===== src/rtl/iei_pkg.sv =====
// Shared types, codes and constants for the isosurface edge interpolator.
package iei_pkg;

	// Field widths fixed by the interface.
	localparam int VALUE_W   = 32;
	localparam int IDX_W     = 13;
	localparam int Q_SHIFT   = 16;
	localparam int REG_IDX_W = 4;

	// Divider geometry: magnitude of (iso - s0) * 2^16 and of (s1 - s0).
	localparam int DIFF_W    = VALUE_W + 1;
	localparam int NUM_MAG_W = DIFF_W + Q_SHIFT;
	localparam int DEN_MAG_W = DIFF_W;
	localparam int DIV_STEPS = VALUE_W - 1;
	localparam int PROD_W    = VALUE_W + DIFF_W;

	localparam logic signed [VALUE_W-1:0] VAL_MAX = {1'b0, {(VALUE_W-1){1'b1}}};
	localparam logic signed [VALUE_W-1:0] VAL_MIN = {1'b1, {(VALUE_W-1){1'b0}}};

	localparam logic [IDX_W-1:0] NUM_POINTS_RESET = IDX_W'(4096);

	// Configuration register indexes.
	localparam logic [REG_IDX_W-1:0] REG_ISO_LEVEL  = REG_IDX_W'(0);
	localparam logic [REG_IDX_W-1:0] REG_NUM_POINTS = REG_IDX_W'(1);

	typedef enum logic [1:0] {
		OP_LOAD_POINT = 2'd0,
		OP_LOAD_CELL  = 2'd1,
		OP_INTERP     = 2'd2
	} op_t;

	typedef enum logic [1:0] {
		STAT_OK   = 2'd0,
		STAT_SNAP = 2'd1,
		STAT_AVG  = 2'd2,
		STAT_BAD  = 2'd3
	} status_t;

	typedef enum logic [2:0] {
		S_IDLE,
		S_READ1,
		S_READ2,
		S_DIV_GO,
		S_DIV_WAIT,
		S_MUL,
		S_ADD,
		S_DONE
	} iei_state_t;

	typedef struct packed {
		op_t                       operation;
		logic [IDX_W-1:0]          first_index;
		logic [IDX_W-1:0]          second_index;
		logic signed [VALUE_W-1:0] level_in;
		logic signed [VALUE_W-1:0] data_in;
	} iei_in_t;

	typedef struct packed {
		logic signed [VALUE_W-1:0] result_value;
		status_t                   status;
	} iei_out_t;

	// One store entry: iso-field level and data value.
	typedef struct packed {
		logic signed [VALUE_W-1:0] level;
		logic signed [VALUE_W-1:0] data;
	} entry_t;

	typedef struct packed {
		logic                 start;
		logic                 neg;
		logic [NUM_MAG_W-1:0] num_mag;
		logic [DEN_MAG_W-1:0] den_mag;
	} div_req_t;

	typedef struct packed {
		logic                      done;
		logic signed [VALUE_W-1:0] quot;
	} div_rsp_t;

endpackage


===== src/rtl/iei_divider.sv =====
// Radix-2 restoring divider for the saturated Q16.16 interpolation ratio.
module iei_divider (
	input  logic              clk,
	input  logic              arst_n,
	input  iei_pkg::div_req_t req,
	output iei_pkg::div_rsp_t rsp
);
	import iei_pkg::*;

	localparam int CNT_W = $clog2(DIV_STEPS + 1);
	localparam int REM_W = DEN_MAG_W + 1;
	localparam int LO_W  = DIV_STEPS;

	logic [REM_W-1:0]     rem_q;
	logic [LO_W-1:0]      lo_q;
	logic [LO_W-1:0]      quo_q;
	logic [DEN_MAG_W-1:0] den_q;
	logic                 neg_q;
	logic                 ovf_q;
	logic [CNT_W-1:0]     cnt_q;
	logic                 busy_q;
	logic                 done_q;

	logic [REM_W-1:0]     rem_sh;
	logic                 take;
	logic [REM_W-1:0]     rem_hi;
	logic [VALUE_W-1:0]   quo_pos;

	// One quotient bit per cycle: shift in the next numerator bit and try a subtract.
	assign rem_sh = {rem_q[REM_W-2:0], lo_q[LO_W-1]};
	assign take   = rem_sh >= REM_W'(den_q);

	// Quotient of 2^31 or more saturates; detected once from the top numerator bits.
	assign rem_hi = REM_W'(req.num_mag[NUM_MAG_W-1:LO_W]);

	always_ff @(posedge clk or negedge arst_n) begin
		if (!arst_n) begin
			busy_q <= 1'b0;
			cnt_q  <= '0;
			done_q <= 1'b0;
		end else begin
			done_q <= busy_q && (cnt_q == CNT_W'(1));
			if (req.start) begin
				busy_q <= 1'b1;
				cnt_q  <= CNT_W'(DIV_STEPS);
			end else if (busy_q) begin
				cnt_q <= cnt_q - CNT_W'(1);
				if (cnt_q == CNT_W'(1)) begin
					busy_q <= 1'b0;
				end
			end
		end
	end

	// Operand and partial remainder registers.
	always_ff @(posedge clk) begin
		if (req.start) begin
			rem_q <= rem_hi;
			lo_q  <= req.num_mag[LO_W-1:0];
			den_q <= req.den_mag;
			neg_q <= req.neg;
			ovf_q <= rem_hi >= REM_W'(req.den_mag);
		end else if (busy_q) begin
			rem_q <= take ? (rem_sh - REM_W'(den_q)) : rem_sh;
			lo_q  <= {lo_q[LO_W-2:0], 1'b0};
			quo_q <= {quo_q[LO_W-2:0], take};
		end
	end

	// Apply the sign, truncating toward zero, and saturate.
	assign quo_pos = {1'b0, quo_q};

	always_comb begin
		rsp.done = done_q;
		if (ovf_q) begin
			rsp.quot = neg_q ? VAL_MIN : VAL_MAX;
		end else if (neg_q) begin
			rsp.quot = VALUE_W'(0) - quo_pos;
		end else begin
			rsp.quot = quo_pos;
		end
	end

endmodule


===== config.mk =====
export PLATFORM = sky130hd
export DESIGN_NAME = iei_divider
export DESIGN_NICKNAME = d
export VERILOG_FILES = /design/src/rtl/iei_pkg.sv /design/src/rtl/iei_divider.sv
export SDC_FILE = /design/constraint.sdc
export NUM_CORES = 1
export LEC_CHECK = 0
export ABC_AREA = 1
export BUFFER_PORTS_ARGS = -buffer_cell sky130_fd_sc_hd__buf_4
export CAP_MARGIN = 5
export CORE_MARGIN = 2
export CORE_UTILIZATION = 30
export DETAILED_ROUTE_END_ITERATION = 8
export PLACE_DENSITY = 0.53
export SLEW_MARGIN = 20
export SYNTH_ARGS = -nofsm -noshare
export SYNTH_HDL_FRONTEND = slang
export SYNTH_SLANG_ARGS = --single-unit

===== constraint.sdc =====
create_clock -name clk -period 2.1 [get_ports clk]
set_clock_uncertainty 0.1 [all_clocks]
set_input_delay 0 -clock clk [delete_from_list [all_inputs] [get_ports clk]]
set_output_delay 0 -clock clk [all_outputs]
set_load 0.03 [all_outputs]

==> results of run 1 <==
[report_power, final]
part           switching, mW  leakage [nW]  total [mW]  internal, mW
registers              0.354          1.38        3.80          3.44
clock network           1.44         0.295        3.15          1.70
logic                   5.47          5.91        10.5          5.05
[state kept, by name, indices dropped and copies added (netlist names)]
name and cells:
rem_q 33, lo_q 31, busy_q 1, ovf_q 1, cnt_q 5, den_q 33, neg_q 1, done_q 1
quo_q 31
[metrics by stage]
stage	setup WS [ns]	util
final	-0.265	0.501
after global routing	-0.407	0.501
after CTS	-0.309	0.473
after detailed placement	-0.328	0.389
after global placement	-0.328	0.389
after floorplan	-0.0350	-
[cell usage in the layout (no fill, tap or decap), types with 5 or more instances in the layout]
| cell | count |
|---|---|
| nand2_1 | 351 |
| buf_4 | 314 |
| inv_1 | 164 |
| edfxtp_1 | 115 |
| dlygate4sd3_1 | 86 |
| nor2_1 | 83 |
| nand2_2 | 58 |
| nand3_2 | 37 |
| nand2_4 | 33 |
| ha_4 | 30 |
| nor2_4 | 25 |
| nand3b_1 | 24 |
| nand3_1 | 24 |
| o21ai_0 | 24 |
| ha_1 | 24 |
| inv_2 | 23 |
| a21oi_1 | 23 |
| xor2_1 | 21 |
| buf_6 | 21 |
| nor2_2 | 19 |
| clkbuf_16 | 17 |
| nor3_1 | 15 |
| dfxtp_1 | 15 |
| nand4_1 | 14 |
| a21oi_2 | 13 |
| o21ai_1 | 13 |
| buf_12 | 12 |
| xnor2_1 | 10 |
| xnor2_2 | 7 |
| o21ai_2 | 7 |
| dfrtp_1 | 7 |
| inv_6 | 7 |
| nand3_4 | 6 |
| nand2_8 | 6 |
| o21bai_1 | 6 |
| a21oi_4 | 5 |
[timing repair]
| item | CTS | global route |
|---|---|---|
| endpoints found under the setup margin | 58 | 62 |
| pin swaps | 59 | 109 |
| setup buffers | 47 | 31 |
| gates resized for setup | 144 | 194 |
| hold buffers | 86 | 0 |
| gates cloned | 8 | 0 |
| endpoints found under the hold margin | 107 | 0 |
[layer usage]
metal,GRT usage,vias up
met5,0,-
met4,0.0657,0
met3,0.0271,53
met2,0.321,237
met1,0.242,4526
li1,-,4896
[layout make-up]
class / count / area, sq um
Clock buffer: 17 / 425
Clock inverter: 15 / 170
Fill cell: 2831 / 15600
Inverter: 188 / 709
Multi-Input combinational cell: 906 / 6200
Sequential cell: 137 / 3930
Tap cell: 402 / 503
Timing Repair Buffer: 437 / 3770
[worst paths after layout]
path | start | to | slack [ns]
worst max register to register | rem_q[10] | rem_q[21] | -0.26
worst min-delay path | req[1] | den_q[1] | 0.19
worst min register to register | rem_q[32] | rem_q[32] | 0.39
min in group asynchronous | arst_n | cnt_q[3] | 0.41
worst max-delay path | rem_q[10] | rem_q[21] | -0.26
max in group asynchronous | arst_n | cnt_q[1] | 1.23
[critical path, stage by stage, from the launching register on]
cell and delay [ns]:
edfxtp_1 0.43, ha_4 0.33, nand2_4 0.08, nor2_4 0.15, inv_2 0.07, nor2_4 0.12
nand3_2 0.09, nor2_4 0.11, nor2_4 0.05, buf_12 0.15, buf_12 0.13, nand2_8 0.12
buf_12 0.12, nand3_4 0.07, nand3_2 0.08, nand2_2 0.04
[kinds of logic after synthesis]
| kind of cell | count (synthesis) | synth area share |
|---|---|---|
| flip-flops | 137 | 0.415 |
| adder cells (fa/ha/maj) | 55 | 0.0735 |
| buffers and inverters | 217 | 0.0934 |
| AO/OA/AOI/OAI | 100 | 0.0578 |
| AND/OR/NAND/NOR | 706 | 0.322 |
| XOR/XNOR | 41 | 0.0379 |
==> impl_results.md, run 1 <==
* Crit Path Max Fanout at 8
* Worst slew pin tran at 0.690 ns
* Startpoint Class: flop
* DRT met1 WL at 14300 um
* Share of cells above drive strength 1 at 0.395
* Required @ worst endpoint at 2.34 ns
* Final cycle utilization of the critical path at 1.13
* Grt total ovfl at 0
* Met2 routed WL at 15200 um
* CTS HTree Levels at 4
* MaxCap Viol Count at 0
* CTS tree: yes
* Worst Hold Depth at 2
* Post-DP HPWL at 21500 um
* Die height at 182 um
* Design Area, Final at 0.0157 sq mm
* Synth Net Count at 1397
* Top post-synthesis cells by count: nand2_1 (432), inv_1 (186), edfxtp_1 (115), nor2_1 (115), nand3_1 (57)
* Clock Tree Root: clkbuf_16
* Dpl cell area at 0.0122 sq mm
* NumNets Final at 1828
* GRT Util Overall at 0.188
* Vias post-DR at 9712
* Die Wd at 182 um
* # rows at 65
* RSZ-0062 raised after global routing: true
* Count leader, synth: nand2_1
* DR vias/cell at 4.62
* First DRT Iteration DRCs at 460
* Synthesized area at 0.00947 sq mm
* Post-synth top area cell: edfxtp_1
* Clk Latency, worst-skew pair at 0.44 ns
* Min Hold Slack at 0.186 ns
* Final setup fails at 54
* Ys async rst share at 0.0511
* FF+latch count, synth at 137
* First-pass DRT Iterations at 5
* Worst Setup End Kind: flop
* Non-Filler Instances at 2102
* Routability cong. at 0.904
* Vias in the first global route at 9762
* I/O pin total at 119
* Violated checks: negative setup slack
* Pwr Density at 1110 mW/mm^2
* CTS Sinks at 137
* Final ANT Viol Nets at 0
* CTS clock-pin slew for the worst setup and hold paths at 0.07 ns
* Core Area at 0.0313 sq mm
* Num CTS Buffers at 17
* Mapped Cells at 1256
* Syn Area/Cell at 7.54 sq um
* Status: finished, violations left
* Final wirelength at 31400 um
* Ant. Diodes at 0
* Synth top area share at 0.365
* Global-route wire length before repair at 49300 um
* Final Hold Viols at 0
* Synth-to-Final Area Change at 65.8%
* DRC viols at 0
* Post-placement cell count at 1905
* Die ar. at 0.0330 sq mm
* Port Buffers at 118
* Netlist cell types at 46
* Synth warn at 0
* Critical path class: reg2reg
* Worst vdd ir at 687 uV
* Pleak at 7.58 nW
* Final worst setup slack at -0.265 ns
* Antenna violations before repair at 0
* Post-synth EDFFs at 115
* Routed wire per std cell at 14.9 um
* Sequential area share after synthesis at 0.415
* Top_reg_cell synth: edfxtp_1
* Starting density of the core at 0.302
* Fmax at 423 MHz
* Worst reg2reg path depth at 15
* Setup TNS at -10.60 ns
* Max Root-Sink Buffers at 2
* Final Max Tran Viols at 0
* Largest net degree at the start of global routing at 51
* Max layer used: met4
* Total power at 17.5 mW
* Fin crit period at 2.36 ns
* Met3 Wirelength at 1090 um
* Hold/Removal Path Class: in2reg
* Slew headroom at 0.540
* Largest cells by area after synthesis: edfxtp_1 (36%), nand2_1 (17%), inv_1 (7.4%)
* Signal arrival time at the worst endpoint at 2.60 ns
No activity file was read; power rests on OpenSTA's default activity.
==> inputs of run 2 (changes only) <==
==> constraint.sdc (replaced) <==
create_clock -name clk -period 2.1 [get_ports clk]
set_clock_uncertainty 0.1 [all_clocks]
set_input_delay 0.315 -clock clk [delete_from_list [all_inputs] [get_ports clk]]
set_output_delay 0.315 -clock clk [all_outputs]
set_load 0.03 [all_outputs]
==> run 2 against run 1 <==
  * The run still ends with negative setup slack left
  * Largest power group unchanged
  * Highest routed layer unchanged
  * Die area unchanged
  * First-iteration DRC count up 14%
  * Combinational power about the same
  * Register-to-register slack about the same
  * Final cell count shrank 1.2%
==> impl_results.md, run 2 (synthesis gave the netlist of run 1 again) <==
* Status: finished, violations left
* Violated checks: negative setup slack
* Ant. Diodes at 0 (unchanged)
* Seq pwr share at 0.219 (+0.002)
* Share of cells above drive strength 1 at 0.447 (+0.0513)
* Final ANT Viol Nets at 0 (unchanged)
* CTS clock-pin slew for the worst setup and hold paths at 0.08 ns (about the same)
* Max Root-Sink Buffers at 2 (unchanged)
* Leading cell types in the layout, fill and taps excluded: nand2_1 (339), buf_4 (323), inv_1 (156), edfxtp_1 (115), nor2_1 (79)
* Routability cong. at 0.915 (+1.1%)
* Fmax at 370 MHz (-13%)
* Sw Ratio at 0.419 (+0.00244)
* Grt total ovfl at 0 (unchanged)
* Antenna violations before repair at 0 (unchanged)
* Final Hold Viols at 0 (unchanged)
* Worst vdd ir at 557 uV (-19%)
* Required @ worst endpoint at 1.68 ns (-0.66 ns)
* Fill count at 2897 (+2.3%)
* Top Registers: den_q: 33 flops, rem_q: 33 flops
* Pwr Density at 1110 mW/mm^2 (-0.15%)
* Post-DP HPWL at 21800 um (+1.5%)
* Min Hold Slack at 0.0410 ns (-0.145 ns)
* Pleak at 7.52 nW (-0.83%)
* First DRT Iteration DRCs at 524 (+14%)
* Global-route wire length before repair at 49300 um (about the same)
* Total power at 17.4 mW (-0.50%)
* Final setup fails at 65 (+20%)
* DR vias/cell at 4.65 (+0.70%)
* Design Area, Final at 0.0156 sq mm (-0.35%)
* Die Wd at 182 um (unchanged)
* Hold/Removal Path Class: in2reg
* NetSw at 7.27 mW (about the same)
* Setup TNS at -18.25 ns (-7.65 ns)
* Slew headroom at 0.743 (+0.203)
* Startpoint Class: flop
* MaxCap Viol Count at 0 (unchanged)
* Final worst setup slack at -0.606 ns (-0.341 ns)
* Vias in the first global route at 9635 (-1.3%)
* Crit Path Max Fanout at 3 (-5)
* Num CTS Buffers at 17 (unchanged)
* I/O pin total at 119 (unchanged)
* Signal arrival time at the worst endpoint at 2.29 ns (-0.31 ns)
* Worst Setup End Kind: primary output
* Final cycle utilization of the critical path at 1.29 (+0.162)
* Critical path class: reg2out
* Clock share of power at 0.171 (-0.009)
* Port Buffers at 118 (unchanged)
* Largest net degree at the start of global routing at 50 (-2.0%)
* Clock Tree Root: clkbuf_16
* Die height at 182 um (unchanged)
* Commonest non-fill, non-tap cell in the layout: nand2_1
* Final wirelength at 31400 um (+0.11%)
* Core Area at 0.0313 sq mm (unchanged)
* Routed wire per std cell at 15.1 um (+1.3%)
* CTS tree: yes
* DRC viols at 0 (unchanged)
* Synth-to-Final Area Change at 65.3%
* Comb pwr share at 0.610 (+0.008)
* CTS HTree Levels at 4 (unchanged)
* GRT Util Overall at 0.188 (+0.000666)
* Fin crit period at 2.71 ns (+0.341 ns)
* Dpl cell area at 0.0126 sq mm (+3.4%)
* First-pass DRT Iterations at 6 (+1)
* Vias post-DR at 9664 (-0.49%)
* RSZ-0062 raised after global routing: true
* CTS Sinks at 137 (unchanged)
* Starting density of the core at 0.302 (unchanged)
* Final Max Tran Viols at 0 (unchanged)
* Die ar. at 0.0330 sq mm (unchanged)
* P_int at 10.1 mW (-0.92%)
* NumNets Final at 1803 (-1.4%)
* Clk Latency, worst-skew pair at 0.44 ns (about the same)
* # rows at 65 (unchanged)
* Worst slew pin tran at 0.385 ns (-0.305 ns)
-- run 2: cell type report --
class	count	area [sq um]	share of cell area
Multi-Input combinational cell	908	6460	0.413
Sequential cell	137	3930	0.251
Timing Repair Buffer	410	3470	0.222
Inverter	188	719	0.0460
Tap cell	402	503	0.0321
Clock buffer	18	439	0.0281
Clock inverter	14	131	0.00840
-- run 2: worst paths after layout --
path                                 from   endpoint  slack [ns]  cells after the start
worst max-delay path             quo_q[0]    rsp[28]       -0.61                     10
worst min-delay path              req[55]   lo_q[22]        0.04                      3
worst max register to register   rem_q[8]   rem_q[5]       -0.25                     12
worst min register to register  rem_q[25]  rem_q[25]        0.38                      2
max in group asynchronous          arst_n   cnt_q[1]        1.66                      2
min in group asynchronous          arst_n     busy_q        0.12                      2
-- run 2: power groups by stage --
stage | sequential, mW | combinational [mW] | clock [mW]
detailed placement | 3.80 | 7.29 | 0
finish | 3.81 | 10.6 | 2.97
global placement | 3.80 | 7.24 | 0
floorplan | 3.73 | 4.28 | 0
global route | 3.85 | 11.4 | 3.15
CTS | 3.77 | 9.35 | 3.04
-- run 2: per-layer routing --
metal  GRT usage  wire [um]  vias up  share of wire
li1            -          -     4834              -
met1       0.245      14300     4563           0.46
met2       0.327      15100      218           0.48
met3      0.0269       1160       49          0.037
met4      0.0517        815        0          0.026
met5           0          0        -              0
-- run 2: repair_timing --
action | in CTS | in global routing
endpoints found under the setup margin | 66 | 67
setup buffers | 46 | 22
hold buffers | 30 | 0
resized for setup | 198 | 210
pin swaps | 103 | 126
gates cloned | 9 | 0
endpoints found under the hold margin | 36 | 0
-- run 2: critical path, cell delays in order (launching register included) --
cell,delay [ns]
edfxtp_1,0.40
inv_2,0.10
ha_4,0.13
nand4_1,0.17
nor3_2,0.27
and2_4,0.19
buf_4,0.10
nand4_1,0.08
nand2_2,0.10
xor2_2,0.16
buf_6,0.15
-- run 2: through the flow --
step            util  instances  setup slack [ns]
4_1_cts        0.475       2065            -0.560
3_3_place_gp   0.402       1949            -0.317
2_1_floorplan      -       1256           -0.0350
3_5_place_dp   0.402       1949            -0.347
6_report       0.500       2077            -0.606
5_1_grt        0.500       2077            -0.813
